File: src/hw/rtl/four_level_page_table_walker_assert.svh
// Assertion macros used by the walker's top-level RTL file.
`ifndef FOUR_LEVEL_PAGE_TABLE_WALKER_ASSERT_SVH
`define FOUR_LEVEL_PAGE_TABLE_WALKER_ASSERT_SVH

// Same-cycle implication, inactive while reset is high.
`define PGW_ASSERT_SAME(lbl, clk_s, rst_s, ante, cons, msg) \
  lbl: assert property (@(posedge clk_s) disable iff (rst_s) (ante) |-> (cons)) \
    else $error(msg);

// Next-cycle implication, inactive while reset is high.
`define PGW_ASSERT_NEXT(lbl, clk_s, rst_s, ante, cons, msg) \
  lbl: assert property (@(posedge clk_s) disable iff (rst_s) (ante) |=> (cons)) \
    else $error(msg);

`endif

File: src/hw/rtl/pgw_pkg.sv
package pgw_pkg;

  localparam int unsigned TABLE_WORDS_DEF = 4096;

  localparam int unsigned PA_W    = 52;
  localparam int unsigned VA_W    = 48;
  localparam int unsigned IDX_W   = 12;
  localparam int unsigned DATA_W  = 64;
  localparam int unsigned ST_W    = 3;
  localparam int unsigned LVL_W   = 9;
  localparam int unsigned WADDR_W = 49;

  localparam logic REQ_WRITE     = 1'b0;
  localparam logic REQ_TRANSLATE = 1'b1;

  localparam int unsigned PTE_PRESENT   = 0;
  localparam int unsigned PTE_PAGE_SIZE = 7;

  localparam logic [ST_W-1:0] ST_PAGE_4K  = 3'd0;
  localparam logic [ST_W-1:0] ST_PAGE_2M  = 3'd1;
  localparam logic [ST_W-1:0] ST_PAGE_1G  = 3'd2;
  localparam logic [ST_W-1:0] ST_UNMAPPED = 3'd3;
  localparam logic [ST_W-1:0] ST_OUTSIDE  = 3'd4;
  localparam logic [ST_W-1:0] ST_WRITTEN  = 3'd5;

  typedef struct packed {
    logic              req_type;
    logic [IDX_W-1:0]  word_index;
    logic [DATA_W-1:0] word_data;
    logic [VA_W-1:0]   virt_addr;
  } pgw_in_t;

  typedef struct packed {
    logic [PA_W-1:0] phys_addr;
    logic [ST_W-1:0] status;
  } pgw_out_t;

endpackage

File: src/hw/rtl/pgw_walk_ctrl.sv
module pgw_walk_ctrl #(
  parameter int unsigned TABLE_WORDS = pgw_pkg::TABLE_WORDS_DEF,
  parameter int unsigned AW          = $clog2(TABLE_WORDS)
) (
  input  logic                        clk,
  input  logic                        rst,
  input  logic                        cfg_write,
  input  logic [pgw_pkg::PA_W-1:0]    cfg_data,
  input  logic                        in_valid,
  output logic                        in_stall,
  input  pgw_pkg::pgw_in_t            in_req,
  output logic                        mem_wr_en,
  output logic [AW-1:0]               mem_wr_addr,
  output logic [pgw_pkg::DATA_W-1:0]  mem_wr_data,
  output logic                        mem_rd_en,
  output logic [AW-1:0]               mem_rd_addr,
  input  logic [pgw_pkg::DATA_W-1:0]  mem_rd_data,
  output logic                        res_valid,
  input  logic                        res_ready,
  output pgw_pkg::pgw_out_t           res
);
  import pgw_pkg::*;

  localparam logic [1:0] S_CLEAR = 2'd0;
  localparam logic [1:0] S_IDLE  = 2'd1;
  localparam logic [1:0] S_WALK  = 2'd2;
  localparam logic [1:0] S_DONE  = 2'd3;

  localparam logic [1:0] LVL_PML4 = 2'd0;
  localparam logic [1:0] LVL_PDPT = 2'd1;
  localparam logic [1:0] LVL_PD   = 2'd2;
  localparam logic [1:0] LVL_PT   = 2'd3;

  localparam logic [DATA_W-1:0] WORDS_EXT = DATA_W'(TABLE_WORDS);
  localparam logic [AW-1:0]     LAST_WORD = AW'(TABLE_WORDS - 1);

  logic [1:0]        state, state_next;
  logic [1:0]        level, level_next;
  logic [VA_W-1:0]   va;
  logic [PA_W-1:0]   root;
  logic [AW-1:0]     clr_addr;
  logic [PA_W-1:0]   res_pa, res_pa_next;
  logic [ST_W-1:0]   res_st, res_st_next;

  logic              accept;
  logic [LVL_W-1:0]  next_idx;
  logic [WADDR_W-1:0] root_word, walk_word;
  logic              root_in, walk_in, write_in;
  logic [DATA_W-1:0] wr_idx_ext;
  logic              present, large_page;

  assign accept    = in_valid && !in_stall;
  assign in_stall  = (state != S_IDLE);
  assign res_valid = (state == S_DONE);
  assign res       = '{phys_addr: res_pa, status: res_st};

  assign present    = mem_rd_data[PTE_PRESENT];
  assign large_page = mem_rd_data[PTE_PAGE_SIZE];

  always_comb begin
    case (level)
      LVL_PML4: next_idx = va[38:30];
      LVL_PDPT: next_idx = va[29:21];
      LVL_PD:   next_idx = va[20:12];
      default:  next_idx = va[20:12];
    endcase
  end

  assign root_word  = {root[PA_W-1:12], in_req.virt_addr[47:39]};
  assign walk_word  = {mem_rd_data[PA_W-1:12], next_idx};
  assign root_in    = (DATA_W'(root_word) < WORDS_EXT);
  assign walk_in    = (DATA_W'(walk_word) < WORDS_EXT);
  assign wr_idx_ext = DATA_W'(in_req.word_index);
  assign write_in   = (wr_idx_ext < WORDS_EXT);

  always_comb begin
    mem_wr_en   = 1'b0;
    mem_wr_addr = clr_addr;
    mem_wr_data = '0;
    mem_rd_en   = 1'b0;
    mem_rd_addr = walk_word[AW-1:0];
    state_next  = state;
    level_next  = level;
    res_pa_next = res_pa;
    res_st_next = res_st;
    case (state)
      S_CLEAR: begin
        mem_wr_en = 1'b1;
        if (clr_addr == LAST_WORD) begin
          state_next = S_IDLE;
        end
      end
      S_IDLE: begin
        mem_rd_addr = root_word[AW-1:0];
        if (accept) begin
          res_pa_next = '0;
          if (in_req.req_type == REQ_WRITE) begin
            mem_wr_en   = write_in;
            mem_wr_addr = wr_idx_ext[AW-1:0];
            mem_wr_data = in_req.word_data;
            res_st_next = ST_WRITTEN;
            state_next  = S_DONE;
          end else if (!root_in) begin
            res_st_next = ST_OUTSIDE;
            state_next  = S_DONE;
          end else begin
            mem_rd_en  = 1'b1;
            level_next = LVL_PML4;
            state_next = S_WALK;
          end
        end
      end
      S_WALK: begin
        state_next = S_DONE;
        if (!present) begin
          res_st_next = ST_UNMAPPED;
        end else if (level == LVL_PT) begin
          res_pa_next = {mem_rd_data[PA_W-1:12], va[11:0]};
          res_st_next = ST_PAGE_4K;
        end else if (level == LVL_PDPT && large_page) begin
          res_pa_next = {mem_rd_data[PA_W-1:30], va[29:0]};
          res_st_next = ST_PAGE_1G;
        end else if (level == LVL_PD && large_page) begin
          res_pa_next = {mem_rd_data[PA_W-1:21], va[20:0]};
          res_st_next = ST_PAGE_2M;
        end else if (!walk_in) begin
          res_st_next = ST_OUTSIDE;
        end else begin
          mem_rd_en  = 1'b1;
          level_next = level + 2'd1;
          state_next = S_WALK;
        end
      end
      S_DONE: begin
        if (res_ready) begin
          state_next = S_IDLE;
        end
      end
      default: begin
        state_next = S_IDLE;
      end
    endcase
  end

  always_ff @(posedge clk) begin
    if (rst) begin
      state    <= S_CLEAR;
      clr_addr <= '0;
      root     <= '0;
    end else begin
      state <= state_next;
      if (state == S_CLEAR) begin
        clr_addr <= clr_addr + AW'(1);
      end
      if (cfg_write) begin
        root <= cfg_data;
      end
    end
  end

  always_ff @(posedge clk) begin
    level  <= level_next;
    res_pa <= res_pa_next;
    res_st <= res_st_next;
    if (accept) begin
      va <= in_req.virt_addr;
    end
  end

endmodule

File: config.mk
export PLATFORM = sky130hd
export DESIGN_NAME = pgw_walk_ctrl
export DESIGN_NICKNAME = d
export VERILOG_FILES = /design/src/hw/rtl/four_level_page_table_walker_assert.svh /design/src/hw/rtl/pgw_pkg.sv /design/src/hw/rtl/pgw_walk_ctrl.sv
export SDC_FILE = /design/constraint.sdc
export NUM_CORES = 1
export LEC_CHECK = 0
export BUFFER_PORTS_ARGS = -buffer_cell sky130_fd_sc_hd__clkbuf_2
export CELL_PAD_IN_SITES_DETAIL_PLACEMENT = 1
export CELL_PAD_IN_SITES_GLOBAL_PLACEMENT = 1
export CORE_ASPECT_RATIO = 2
export CORE_MARGIN = 4
export CORE_UTILIZATION = 32
export DETAILED_ROUTE_END_ITERATION = 10
export PLACE_DENSITY_LB_ADDON = 0.3
export SYNTH_ARGS = -nofsm -noshare
export SYNTH_HDL_FRONTEND = slang
export SYNTH_SLANG_ARGS = --single-unit
export TNS_END_PERCENT = 5
File: constraint.sdc
create_clock -name clk -period 6.87 [get_ports clk]
set_clock_uncertainty 0.2 [all_clocks]
set_input_delay 2.061 -clock clk [delete_from_list [all_inputs] [get_ports clk]]
set_output_delay 2.061 -clock clk [all_outputs]
set_load 0.05 [all_outputs]
==> report_table.html, run 1 <==
<table>
<tr><th>Metric</th><th>Value</th></tr>
<tr><th colspan="2">Critical path</th></tr>
<tr><td>Flop-to-flop setup slack</td><td>3780 ps</td></tr>
<tr><td>Arrival time of data at the critical path endpoint</td><td>4050 ps</td></tr>
<tr><td>Launching instance or port of the critical path</td><td>mem_rd_data[20]</td></tr>
<tr><td>Capturing element type of the critical path</td><td>output port</td></tr>
<tr><td>Required time of the worst setup path</td><td>4610 ps</td></tr>
<tr><td>Critical setup path kind</td><td>input pin to output port</td></tr>
<tr><td>Critical-path maximum fanout</td><td>3</td></tr>
<tr><td>Worst R2R Path Depth</td><td>6</td></tr>
<tr><td>Worst reg2reg path endpoint</td><td>res_pa[20]$_SDFFCE_PN0P_</td></tr>
<tr><td>CP max stage cell</td><td>nor3_1</td></tr>
<tr><td>Startpoint of the lowest-slack register-to-register path</td><td>state[1]$_SDFFE_PP0P_</td></tr>
<tr><td>Critical-path cell list</td><td>clkbuf_2 &gt; nor3_1 &gt; nand4_1 &gt; nor3_1 &gt; nand4_1 &gt; a21boi_2 &gt; clkbuf_2</td></tr>
<tr><td>CP endpoint</td><td>mem_rd_en</td></tr>
<tr><td>Type of element launching the critical path</td><td>input pin</td></tr>
<tr><td>Delay of the slowest cell on the worst path</td><td>480 ps</td></tr>
<tr><th colspan="2">STA</th></tr>
<tr><td>Unrepaired setup endpoints after global routing</td><td>false</td></tr>
<tr><td>Max-Slew Margin vs Limit</td><td>0.318</td></tr>
<tr><td>Setup TNS</td><td>0 ps</td></tr>
<tr><td>Total count of max-transition violations in the final report</td><td>0</td></tr>
<tr><td>Transition at the pin with the smallest max-transition slack</td><td>1020 ps</td></tr>
<tr><td>Number of failing setup endpoints in the final timing report</td><td>0</td></tr>
<tr><td>Maximum operating frequency</td><td>159 MHz</td></tr>
<tr><td>Share of the clock period used by the worst path</td><td>0.918</td></tr>
<tr><td>Minimum clock period after layout</td><td>6310 ps</td></tr>
<tr><td>Number of failing hold endpoints at the final stage</td><td>0</td></tr>
<tr><th colspan="2">CTS</th></tr>
<tr><td>TritonCTS clock tree</td><td>built</td></tr>
<tr><td>Clock Sink Count</td><td>150</td></tr>
<tr><td>Number of CTS-inserted buffers</td><td>17</td></tr>
<tr><td>Deepest clock path buffer count</td><td>2</td></tr>
<tr><td># Post-CTS Setup Buffers</td><td>0</td></tr>
<tr><td>CTS clock-pin slew for the worst setup and hold paths</td><td>60 ps</td></tr>
<tr><td>Clk_lat worst skew</td><td>430 ps</td></tr>
<tr><td>H-tree Lvls</td><td>4</td></tr>
<tr><td>Root cell of the clock tree</td><td>clkbuf_16</td></tr>
<tr><td>Count of instances resized after the clock tree is built</td><td>0</td></tr>
<tr><td>CTS Hold Buffers Added</td><td>0</td></tr>
<tr><th colspan="2">Synthesis</th></tr>
<tr><td>#FFs+latches synth</td><td>150</td></tr>
<tr><td>Syn_area_per_cell</td><td>11.5 µm²</td></tr>
<tr><td>Predominant post-synthesis flop cell</td><td>edfxtp_1</td></tr>
<tr><td>Number of distinct library cells after synthesis</td><td>42</td></tr>
<tr><td>Warning count from the yosys run</td><td>0</td></tr>
<tr><td>Top cells by area in the synthesized netlist</td><td>edfxtp_1, dfxtp_1, and2_1</td></tr>
<tr><td>Post-Synthesis Cell Area</td><td>6730 µm²</td></tr>
<tr><td>Post-Syn Nets</td><td>840</td></tr>
<tr><td>Sequential-to-total area share from yosys stat</td><td>0.589</td></tr>
<tr><td>Ys async rst share</td><td>0</td></tr>
<tr><td>Share of the synthesized area in the top cell type</td><td>0.428</td></tr>
<tr><td>Number of cells produced by synthesis</td><td>585</td></tr>
<tr><td>Number of enable-type register cells in the synthesized netlist</td><td>96</td></tr>
<tr><td>Most area-hungry cell type in the Yosys netlist</td><td>edfxtp_1</td></tr>
<tr><th colspan="2">Floorplan</th></tr>
<tr><td>Site row count</td><td>74</td></tr>
<tr><td>Area enclosed by the die boundary</td><td>23600 µm²</td></tr>
<tr><td>Number of primary I/O pins</td><td>393</td></tr>
<tr><td>Die span in x</td><td>111 µm</td></tr>
<tr><td>Floorplan die height</td><td>213 µm</td></tr>
<tr><td>Starting Density</td><td>0.327</td></tr>
<tr><td>Core area</td><td>20600 µm²</td></tr>
<tr><th colspan="2">Worst hold path</th></tr>
<tr><td>Hold Crit Depth</td><td>2</td></tr>
<tr><td>Class of the worst hold path</td><td>register to register</td></tr>
<tr><th colspan="2">Final layout</th></tr>
<tr><td>Share of layout cells above drive strength 1</td><td>0.445</td></tr>
<tr><td>Commonest cells after routing, fill and taps aside</td><td>clkbuf_2, and2_1, edfxtp_1</td></tr>
<tr><td>Share of the core filled with cells in the final layout</td><td>0.456</td></tr>
<tr><td>Number of nets in the layout</td><td>1190</td></tr>
<tr><td>Most common cell after layout, fill and taps aside</td><td>clkbuf_2</td></tr>
<tr><td>Fillers</td><td>2390</td></tr>
<tr><td>Layout-stage area growth over the synthesis result</td><td>39.2%</td></tr>
<tr><th colspan="2">Detailed routing</th></tr>
<tr><td>Total Routed Length</td><td>22.6 mm</td></tr>
<tr><td>Wire per inst</td><td>18.6 µm</td></tr>
<tr><td>1st-iter DRT viols</td><td>157</td></tr>
<tr><td>Post-route antenna net violation count</td><td>0</td></tr>
<tr><td>DRC violation count after routing</td><td>0</td></tr>
<tr><td>1st-pass router iterations</td><td>5</td></tr>
<tr><td>Vias per cell</td><td>4.75</td></tr>
<tr><td>Total number of vias</td><td>5772</td></tr>
<tr><th colspan="2">Power and ir drop</th></tr>
<tr><td>Leakage power of the design</td><td>4.16 nW</td></tr>
<tr><td>Worst IR Drop VDD</td><td>0.000145 V</td></tr>
<tr><td>Power per Cell Area</td><td>215 nW/µm²</td></tr>
<tr><th colspan="2">Global route</th></tr>
<tr><td>Via count of the first global-routing pass</td><td>6218</td></tr>
<tr><td>GRT overflow</td><td>0</td></tr>
<tr><td>Initial antenna violation count</td><td>2</td></tr>
<tr><td>Overall Global Routing Usage</td><td>0.189</td></tr>
<tr><td>Largest net degree at the start of global routing</td><td>64</td></tr>
<tr><td>First-pass GRT wire length</td><td>33.9 mm</td></tr>
<tr><th colspan="2">Flow run</th></tr>
<tr><td>Max-cap check violation count</td><td>0</td></tr>
<tr><th colspan="2">Place</th></tr>
<tr><td>Port bufs</td><td>358</td></tr>
<tr><td>Half-perimeter wire length of the detailed placement result</td><td>18.2 mm</td></tr>
<tr><td>Routability congestion estimate from global placement</td><td>0.817</td></tr>
<tr><th colspan="2">Outcome</th></tr>
<tr><td>Run status</td><td>complete, no violations</td></tr>
</table>
## worst max-delay path: cells and delay by family
kind            cells  cell delay, ps
simple gates        4            1330
buf+inv             2             390
compound gates      1             260
## layout make-up
cell class                 count  area, µm²  share of cell area
clock inverter                14        143              0.0152
sequential                   150       3960               0.423
antenna                        1       2.50            0.000267
multi-input combinational    391       2610               0.279
tap                          266        333              0.0355
timing repair buffer         365       1840               0.197
clock buffer                  18        429              0.0458
inverter                      10       37.5             0.00401
## power by group
group | switching (mW) | total [mW] | internal [mW]
clock network | 0.402 | 0.910 | 0.508
registers | 0.0103 | 0.977 | 0.967
logic | 0.0600 | 0.128 | 0.0681
total | 0.472 | 2.02 | 1.54
## how the worst min path moves through the flow
stage	startpoint	end	slack, ps
floorplan	root[12]$_SDFFE_PP0P_	root[12]$_SDFFE_PP0P_	250
global placement	root[12]$_SDFFE_PP0P_	root[12]$_SDFFE_PP0P_	270
detailed placement	root[14]$_SDFFE_PP0P_	root[14]$_SDFFE_PP0P_	280
CTS	root[14]$_SDFFE_PP0P_	root[14]$_SDFFE_PP0P_	300
global route	root[32]$_SDFFE_PP0P_	root[32]$_SDFFE_PP0P_	320
finish	root[32]$_SDFFE_PP0P_	root[32]$_SDFFE_PP0P_	300
## synthesized netlist by cell type (2+ instances only)
master and count:
a21boi_0 10, a22oi_1 9, nor4_1 15, nor3_1 2, a31oi_1 10, nor4_2 4
mux2i_1 50, a21oi_1 5, nand3_1 12, nor2b_1 12, dfxtp_1 54, xor2_1 3
a2bb2oi_1 2, nand4_1 9, edfxtp_1 96, nand2_1 31, xnor2_1 6, or3_1 2
and2_1 99, buf_2 7, o21ai_0 8, mux2_2 12, inv_1 10, ha_1 9
clkbuf_1 27, nor2_1 65
## metrics by stage
step	cell area [µm²]	instances	hold slack, ps	total power, mW	setup slack, ps
global placement	8790	1182	267	1.12	581
floorplan	6730	585	254	1.05	1090
finish	9370	1215	298	2.02	563
detailed placement	8790	1182	283	1.13	550
CTS	9360	1214	300	2.04	542
global route	9370	1215	322	2.10	356
## state kept, by name, summed over array words and instances, names as in the netlist
register  flops
res_pa       52
root         40
va           39
clr_addr     12
res_st        3
level         2
state         2
## routing by layer
layer,vias up,track usage,part of all wire
li1,2755,-,-
met4,0,0.0778,0.027
met1,2711,0.170,0.32
met2,278,0.391,0.59
met5,-,0,0
met3,28,0.0437,0.061
## cell families (layout without fill, tap and decap cells)
group / Yosys count / after routing / share of synthesized area
and+or+nand+nor: 261 / 261 / 0.211
DFF: 150 / 150 / 0.589
muxes: 62 / 62 / 0.0944
AOI/OAI and AO/OA: 50 / 50 / 0.0513
buffers and inverters: 44 / 407 / 0.0258
adders and majority gates: 9 / 9 / 0.0167
xor gates and xnor gates: 9 / 9 / 0.0117
other: 0 / 1 / 0
(Power assumes the default switching activity.)
==> run 2, diff against run 1 <==
--- a/constraint.sdc
+++ b/constraint.sdc
@@ -4,2 +4,2 @@
 set_output_delay 2.061 -clock clk [all_outputs]
-set_load 0.05 [all_outputs]
+set_load 0.01 [all_outputs]
==> report_table.html, run 2 (synthesis gave the netlist of run 1 again) <==
<table>
<tr><th>Metric</th><th>Value</th></tr>
<tr><th colspan="2">Outcome</th></tr>
<tr><td>Run status</td><td>complete, no violations</td></tr>
<tr><th colspan="2">Critical path</th></tr>
<tr><td>Critical-path maximum fanout</td><td>3</td></tr>
<tr><td>Startpoint of the lowest-slack register-to-register path</td><td>state[1]$_SDFFE_PP0P_</td></tr>
<tr><td>CP endpoint</td><td>mem_rd_en</td></tr>
<tr><td>Worst R2R Path Depth</td><td>6</td></tr>
<tr><td>Flop-to-flop setup slack</td><td>3750 ps</td></tr>
<tr><td>Arrival time of data at the critical path endpoint</td><td>3840 ps</td></tr>
<tr><td>Critical setup path kind</td><td>input pin to output port</td></tr>
<tr><td>Required time of the worst setup path</td><td>4610 ps</td></tr>
<tr><td>Type of element launching the critical path</td><td>input pin</td></tr>
<tr><td>Capturing element type of the critical path</td><td>output port</td></tr>
<tr><td>Worst reg2reg path endpoint</td><td>res_pa[1]$_SDFFCE_PN0P_</td></tr>
<tr><td>Launching instance or port of the critical path</td><td>mem_rd_data[32]</td></tr>
<tr><th colspan="2">Power and ir drop</th></tr>
<tr><td>Power per Cell Area</td><td>214 nW/µm²</td></tr>
<tr><td>Leakage power of the design</td><td>4.18 nW</td></tr>
<tr><td>Worst IR Drop VDD</td><td>0.000144 V</td></tr>
<tr><td>Power consumption</td><td>2.00 mW</td></tr>
<tr><th colspan="2">STA</th></tr>
<tr><td>Setup TNS</td><td>0 ps</td></tr>
<tr><td>Max-Slew Margin vs Limit</td><td>0.322</td></tr>
<tr><td>Number of failing setup endpoints in the final timing report</td><td>0</td></tr>
<tr><td>Total count of max-transition violations in the final report</td><td>0</td></tr>
<tr><td>Maximum operating frequency</td><td>164 MHz</td></tr>
<tr><td>Share of the clock period used by the worst path</td><td>0.888</td></tr>
<tr><td>Transition at the pin with the smallest max-transition slack</td><td>1020 ps</td></tr>
<tr><td>Minimum clock period after layout</td><td>6100 ps</td></tr>
<tr><td>Number of failing hold endpoints at the final stage</td><td>0</td></tr>
<tr><td>Final setup slack of the worst path</td><td>767 ps</td></tr>
<tr><td>Unrepaired setup endpoints after global routing</td><td>false</td></tr>
<tr><th colspan="2">CTS</th></tr>
<tr><td>Number of CTS-inserted buffers</td><td>17</td></tr>
<tr><td>Deepest clock path buffer count</td><td>2</td></tr>
<tr><td>Root cell of the clock tree</td><td>clkbuf_16</td></tr>
<tr><td>H-tree Lvls</td><td>4</td></tr>
<tr><td>Clock Sink Count</td><td>150</td></tr>
<tr><td>Clk_lat worst skew</td><td>430 ps</td></tr>
<tr><td>CTS clock-pin slew for the worst setup and hold paths</td><td>60 ps</td></tr>
<tr><td>CTS Hold Buffers Added</td><td>0</td></tr>
<tr><td># Post-CTS Setup Buffers</td><td>0</td></tr>
<tr><td>Count of instances resized after the clock tree is built</td><td>0</td></tr>
<tr><td>TritonCTS clock tree</td><td>built</td></tr>
<tr><th colspan="2">Global route</th></tr>
<tr><td>First-pass GRT wire length</td><td>34.2 mm</td></tr>
<tr><td>Via count of the first global-routing pass</td><td>6272</td></tr>
<tr><td>GRT overflow</td><td>0</td></tr>
<tr><td>Initial antenna violation count</td><td>5</td></tr>
<tr><td>Largest net degree at the start of global routing</td><td>64</td></tr>
<tr><td>Overall Global Routing Usage</td><td>0.190</td></tr>
<tr><th colspan="2">Floorplan</th></tr>
<tr><td>Floorplan die height</td><td>213 µm</td></tr>
<tr><td>Number of primary I/O pins</td><td>393</td></tr>
<tr><td>Site row count</td><td>74</td></tr>
<tr><td>Die span in x</td><td>111 µm</td></tr>
<tr><td>Starting Density</td><td>0.327</td></tr>
<tr><td>Area enclosed by the die boundary</td><td>23600 µm²</td></tr>
<tr><td>Core area</td><td>20600 µm²</td></tr>
<tr><th colspan="2">Place</th></tr>
<tr><td>Port bufs</td><td>358</td></tr>
<tr><td>Routability congestion estimate from global placement</td><td>0.806</td></tr>
<tr><td>Half-perimeter wire length of the detailed placement result</td><td>18.2 mm</td></tr>
<tr><td>Dpl ws</td><td>729 ps</td></tr>
<tr><th colspan="2">Final layout</th></tr>
<tr><td>Fillers</td><td>2418</td></tr>
<tr><td>Number of nets in the layout</td><td>1189</td></tr>
<tr><td>Largest registers ranked by flip-flop count</td><td>res_pa: 52 flops, root: 40 flops, va: 39 flops</td></tr>
<tr><td>Largest register by flop count</td><td>res_pa</td></tr>
<tr><td>Commonest cells after routing, fill and taps aside</td><td>clkbuf_2, and2_1, edfxtp_1</td></tr>
<tr><td>Layout-stage area growth over the synthesis result</td><td>39.2%</td></tr>
<tr><td>Share of layout cells above drive strength 1</td><td>0.445</td></tr>
<tr><td>Most common cell after layout, fill and taps aside</td><td>clkbuf_2</td></tr>
<tr><td>Number of flip-flops in the largest register</td><td>52</td></tr>
<tr><th colspan="2">Detailed routing</th></tr>
<tr><td>1st-pass router iterations</td><td>4</td></tr>
<tr><td>DRC violation count after routing</td><td>0</td></tr>
<tr><td>1st-iter DRT viols</td><td>170</td></tr>
<tr><td>Post-route antenna net violation count</td><td>0</td></tr>
<tr><td>Wire per inst</td><td>18.7 µm</td></tr>
<tr><td>Total Routed Length</td><td>22.7 mm</td></tr>
<tr><td>Vias per cell</td><td>4.77</td></tr>
<tr><td>Total number of vias</td><td>5800</td></tr>
<tr><th colspan="2">Worst hold path</th></tr>
<tr><td>Class of the worst hold path</td><td>register to register</td></tr>
<tr><th colspan="2">Flow run</th></tr>
<tr><td>Max-cap check violation count</td><td>0</td></tr>
</table>
## run 2: changes by cell type in the layout (fill, tap and decap cells not counted), sizes merged
cell,previous run,this run
clkinvlp,3,0
diode,1,4
clkbuf,376,379
bufinv,1,0
clkinv,4,1
inv,16,20
buf,7,6
## run 2: cell type report
type	count	area, µm²	area share
Sequential cell	150	3960	0.423
Antenna cell	4	10.0	0.00107
Inverter	10	37.5	0.00401
Clock inverter	11	80.1	0.00855
Timing Repair Buffer	364	1840	0.196
Multi-Input combinational cell	391	2610	0.279
Clock buffer	21	492	0.0525
Tap cell	266	333	0.0355
## run 2: report_power, final
group / switching (mW) / internal, mW / total, mW
registers: 0.0108 / 0.967 / 0.978
clock network: 0.388 / 0.518 / 0.907
logic: 0.0520 / 0.0681 / 0.120
## run 2: how the worst min path moves through the flow
stage	startpoint	depth (start not counted)	to	slack [ps]
detailed placement	root[13]$_SDFFE_PP0P_	2	root[13]$_SDFFE_PP0P_	290
finish	root[39]$_SDFFE_PP0P_	2	root[39]$_SDFFE_PP0P_	300
CTS	root[13]$_SDFFE_PP0P_	2	root[13]$_SDFFE_PP0P_	310
global placement	root[12]$_SDFFE_PP0P_	2	root[12]$_SDFFE_PP0P_	270
floorplan	root[12]$_SDFFE_PP0P_	2	root[12]$_SDFFE_PP0P_	250
global route	root[47]$_SDFFE_PP0P_	2	root[47]$_SDFFE_PP0P_	340
## run 2: critical path, cell delays in order
cell      delay [ps]
clkbuf_2         100
nor4_1           300
nand4_1          260
nor3_1           470
nand4_1          250
a21boi_2         250
clkbuf_2         150
## run 2: stage by stage
step | instances | utilization | hold WS, ps | area (µm²)
5_1_grt | 1217 | 0.456 | 336 | 9370
3_5_place_dp | 1181 | 0.427 | 287 | 8780
6_report | 1217 | 0.456 | 301 | 9370
3_3_place_gp | 1181 | 0.427 | 267 | 8780
2_1_floorplan | 585 | - | 254 | 6730
4_1_cts | 1213 | 0.455 | 306 | 9360
## run 2: routing by layer
layer / global-route usage / vias up / wire length [µm] / part of all wire
met5: 0 / - / 0 / 0
met4: 0.0880 / 0 / 569 / 0.025
met3: 0.0468 / 29 / 1420 / 0.063
met2: 0.388 / 268 / 13500 / 0.60
met1: 0.171 / 2739 / 7190 / 0.32
li1: - / 2764 / - / -
==> run 3, diff against run 2 <==
CELL_PAD_IN_SITES_DETAIL_PLACEMENT = not set   (was 1)
CELL_PAD_IN_SITES_GLOBAL_PLACEMENT = not set   (was 1)
CORE_AREA = 4 4 149 151   (was not set)
CORE_ASPECT_RATIO = not set   (was 2)
CORE_MARGIN = not set   (was 4)
CORE_UTILIZATION = not set   (was 32)
DIE_AREA = 0 0 153 155   (was not set)
==> report_table.html, run 3 (synthesis gave the netlist of run 1 again) <==
<table>
<tr><th>Metric</th><th>Value</th></tr>
<tr><th colspan="2">Final layout</th></tr>
<tr><td>Most common cell after layout, fill and taps aside</td><td>clkbuf_2</td></tr>
<tr><td>Largest register by flop count</td><td>res_pa</td></tr>
<tr><td>Number of nets in the layout</td><td>1187</td></tr>
<tr><td>Share of layout cells above drive strength 1</td><td>0.446</td></tr>
<tr><td>Number of flip-flops in the largest register</td><td>52</td></tr>
<tr><td>Commonest cells after routing, fill and taps aside</td><td>clkbuf_2, and2_1, edfxtp_1</td></tr>
<tr><td>Final std cells w/o fill</td><td>1221</td></tr>
<tr><td>Share of the core filled with cells in the final layout</td><td>0.451</td></tr>
<tr><td>Cell area after layout</td><td>9390 µm²</td></tr>
<tr><td>Fillers</td><td>1979</td></tr>
<tr><td>Layout-stage area growth over the synthesis result</td><td>39.5%</td></tr>
<tr><td>Largest registers ranked by flip-flop count</td><td>res_pa: 52 flops, root: 40 flops, va: 39 flops</td></tr>
<tr><th colspan="2">CTS</th></tr>
<tr><td># Post-CTS Setup Buffers</td><td>0</td></tr>
<tr><td>CTS clock-pin slew for the worst setup and hold paths</td><td>60 ps</td></tr>
<tr><td>Count of instances resized after the clock tree is built</td><td>0</td></tr>
<tr><td>Root cell of the clock tree</td><td>clkbuf_16</td></tr>
<tr><td>TritonCTS clock tree</td><td>built</td></tr>
<tr><td>H-tree Lvls</td><td>4</td></tr>
<tr><td>Number of CTS-inserted buffers</td><td>17</td></tr>
<tr><td>Deepest clock path buffer count</td><td>2</td></tr>
<tr><td>Clock Sink Count</td><td>150</td></tr>
<tr><td>CTS Hold Buffers Added</td><td>0</td></tr>
<tr><td>Clk_lat worst skew</td><td>420 ps</td></tr>
<tr><th colspan="2">Place</th></tr>
<tr><td>Half-perimeter wire length of the detailed placement result</td><td>15.5 mm</td></tr>
<tr><td>Placed Instance Area</td><td>8780 µm²</td></tr>
<tr><td>Total placed cells including tap cells</td><td>1188</td></tr>
<tr><td>Port bufs</td><td>358</td></tr>
<tr><td>Routability congestion estimate from global placement</td><td>0.764</td></tr>
<tr><td>Dpl ws</td><td>577 ps</td></tr>
<tr><th colspan="2">Floorplan</th></tr>
<tr><td>Die span in x</td><td>153 µm</td></tr>
<tr><td>Number of primary I/O pins</td><td>393</td></tr>
<tr><td>Site row count</td><td>53</td></tr>
<tr><td>Floorplan die height</td><td>155 µm</td></tr>
<tr><td>Area enclosed by the die boundary</td><td>23700 µm²</td></tr>
<tr><td>Starting Density</td><td>0.323</td></tr>
<tr><td>Core area</td><td>20800 µm²</td></tr>
<tr><th colspan="2">Critical path</th></tr>
<tr><td>Arrival time of data at the critical path endpoint</td><td>4040 ps</td></tr>
<tr><td>CP endpoint</td><td>mem_rd_en</td></tr>
<tr><td>Logic depth of the worst path, buffers included</td><td>7</td></tr>
<tr><td>Critical setup path kind</td><td>input pin to output port</td></tr>
<tr><td>Largest delay share family, worst path</td><td>simple AND/OR/NAND/NOR gates</td></tr>
<tr><td>Worst R2R Path Depth</td><td>6</td></tr>
<tr><td>Worst reg2reg path endpoint</td><td>res_pa[23]$_SDFFCE_PN0P_</td></tr>
<tr><td>Required time of the worst setup path</td><td>4610 ps</td></tr>
<tr><td>Capturing element type of the critical path</td><td>output port</td></tr>
<tr><td>Type of element launching the critical path</td><td>input pin</td></tr>
<tr><td>Delay of the slowest cell on the worst path</td><td>580 ps</td></tr>
<tr><td>Launching instance or port of the critical path</td><td>mem_rd_data[27]</td></tr>
<tr><td>CP max stage cell</td><td>nor3_1</td></tr>
<tr><td>Startpoint of the lowest-slack register-to-register path</td><td>state[1]$_SDFFE_PP0P_</td></tr>
<tr><td>Flop-to-flop setup slack</td><td>3570 ps</td></tr>
<tr><td>Critical-path maximum fanout</td><td>3</td></tr>
<tr><td>Worst Path Buf+Inv</td><td>2</td></tr>
<tr><td>Critical-path cell list</td><td>clkbuf_2 &gt; nor4_1 &gt; nand4_1 &gt; nor3_1 &gt; nand4_1 &gt; a21boi_2 &gt; clkbuf_2</td></tr>
<tr><th colspan="2">Global route</th></tr>
<tr><td>Initial antenna violation count</td><td>1</td></tr>
<tr><td>GRT overflow</td><td>0</td></tr>
<tr><td>Largest net degree at the start of global routing</td><td>64</td></tr>
<tr><td>Via count of the first global-routing pass</td><td>5493</td></tr>
<tr><td>Overall Global Routing Usage</td><td>0.160</td></tr>
<tr><td>First-pass GRT wire length</td><td>29.7 mm</td></tr>
<tr><th colspan="2">STA</th></tr>
<tr><td>Transition at the pin with the smallest max-transition slack</td><td>966 ps</td></tr>
<tr><td>Minimum clock period after layout</td><td>6300 ps</td></tr>
<tr><td>Hold slack</td><td>297 ps</td></tr>
<tr><td>Number of failing hold endpoints at the final stage</td><td>0</td></tr>
<tr><td>Max-Slew Margin vs Limit</td><td>0.356</td></tr>
<tr><td>Final setup slack of the worst path</td><td>569 ps</td></tr>
<tr><td>Number of failing setup endpoints in the final timing report</td><td>0</td></tr>
<tr><td>Share of the clock period used by the worst path</td><td>0.917</td></tr>
<tr><td>Unrepaired setup endpoints after global routing</td><td>false</td></tr>
<tr><td>Setup TNS</td><td>0 ps</td></tr>
<tr><td>Total count of max-transition violations in the final report</td><td>0</td></tr>
<tr><td>Maximum operating frequency</td><td>159 MHz</td></tr>
<tr><th colspan="2">Detailed routing</th></tr>
<tr><td>Total Routed Length</td><td>19.7 mm</td></tr>
<tr><td>Vias per cell</td><td>4.55</td></tr>
<tr><td>Post-route antenna net violation count</td><td>0</td></tr>
<tr><td>Total number of vias</td><td>5550</td></tr>
<tr><td>1st-iter DRT viols</td><td>200</td></tr>
<tr><td>DRC violation count after routing</td><td>0</td></tr>
<tr><td>1st-pass router iterations</td><td>4</td></tr>
<tr><td>Wire per inst</td><td>16.2 µm</td></tr>
<tr><th colspan="2">Outcome</th></tr>
<tr><td>Run status</td><td>complete, no violations</td></tr>
<tr><th colspan="2">Power and ir drop</th></tr>
<tr><td>Worst IR Drop VDD</td><td>0.000153 V</td></tr>
<tr><td>Power consumption</td><td>2.04 mW</td></tr>
<tr><td>Power per Cell Area</td><td>217 nW/µm²</td></tr>
<tr><td>Leakage power of the design</td><td>4.17 nW</td></tr>
<tr><th colspan="2">Flow run</th></tr>
<tr><td>Max-cap check violation count</td><td>0</td></tr>
<tr><th colspan="2">Worst hold path</th></tr>
<tr><td>Class of the worst hold path</td><td>register to register</td></tr>
</table>
[run 3: cell types whose count changed in the layout (fill, tap and decap cells not counted), moves of 2 or more]
cell	delta
inv_4	-3
inv_1	-2
clkinv_4	+3
buf_4	-2
diode_2	-3
[run 3: area by class of cell]
| cell class | instances | area (µm²) | area share |
|---|---|---|---|
| sequential | 150 | 3960 | 0.422 |
| multi-input combinational | 391 | 2610 | 0.278 |
| timing repair buffer | 362 | 1820 | 0.194 |
| clock buffer | 20 | 478 | 0.0509 |
| tap | 275 | 344 | 0.0366 |
| clock inverter | 12 | 130 | 0.0139 |
| inverter | 10 | 37.5 | 0.00400 |
| antenna | 1 | 2.50 | 0.000266 |
[run 3: worst register-to-register path, stage by stage (launching register included)]
cell,delay [ps]
dfxtp_1,390
inv_1,80
ha_1,290
inv_1,580
o21ai_0,330
a21oi_4,570
buf_4,500
[run 3: worst min path at each step]
stage | startpoint | to | slack [ps] | cells past startpoint
6_report | root[35]$_SDFFE_PP0P_ | root[35]$_SDFFE_PP0P_ | 300 | 2
2_1_floorplan | root[12]$_SDFFE_PP0P_ | root[12]$_SDFFE_PP0P_ | 250 | 2
4_1_cts | root[14]$_SDFFE_PP0P_ | root[14]$_SDFFE_PP0P_ | 300 | 2
3_3_place_gp | root[13]$_SDFFE_PP0P_ | root[13]$_SDFFE_PP0P_ | 270 | 2
3_5_place_dp | root[14]$_SDFFE_PP0P_ | root[14]$_SDFFE_PP0P_ | 280 | 2
5_1_grt | root[14]$_SDFFE_PP0P_ | root[14]$_SDFFE_PP0P_ | 330 | 2
[run 3: per-layer routing]
layer / wire length [µm] / global-route usage
met5: 0 / 0
met4: 314 / 0.0496
met3: 1730 / 0.0501
met2: 9660 / 0.270
met1: 8030 / 0.197
[run 3: report_power, final]
group / total, mW / internal, mW / switching (mW)
clock network: 0.941 / 0.551 / 0.391
logic: 0.118 / 0.0681 / 0.0503
registers: 0.977 / 0.967 / 0.0101
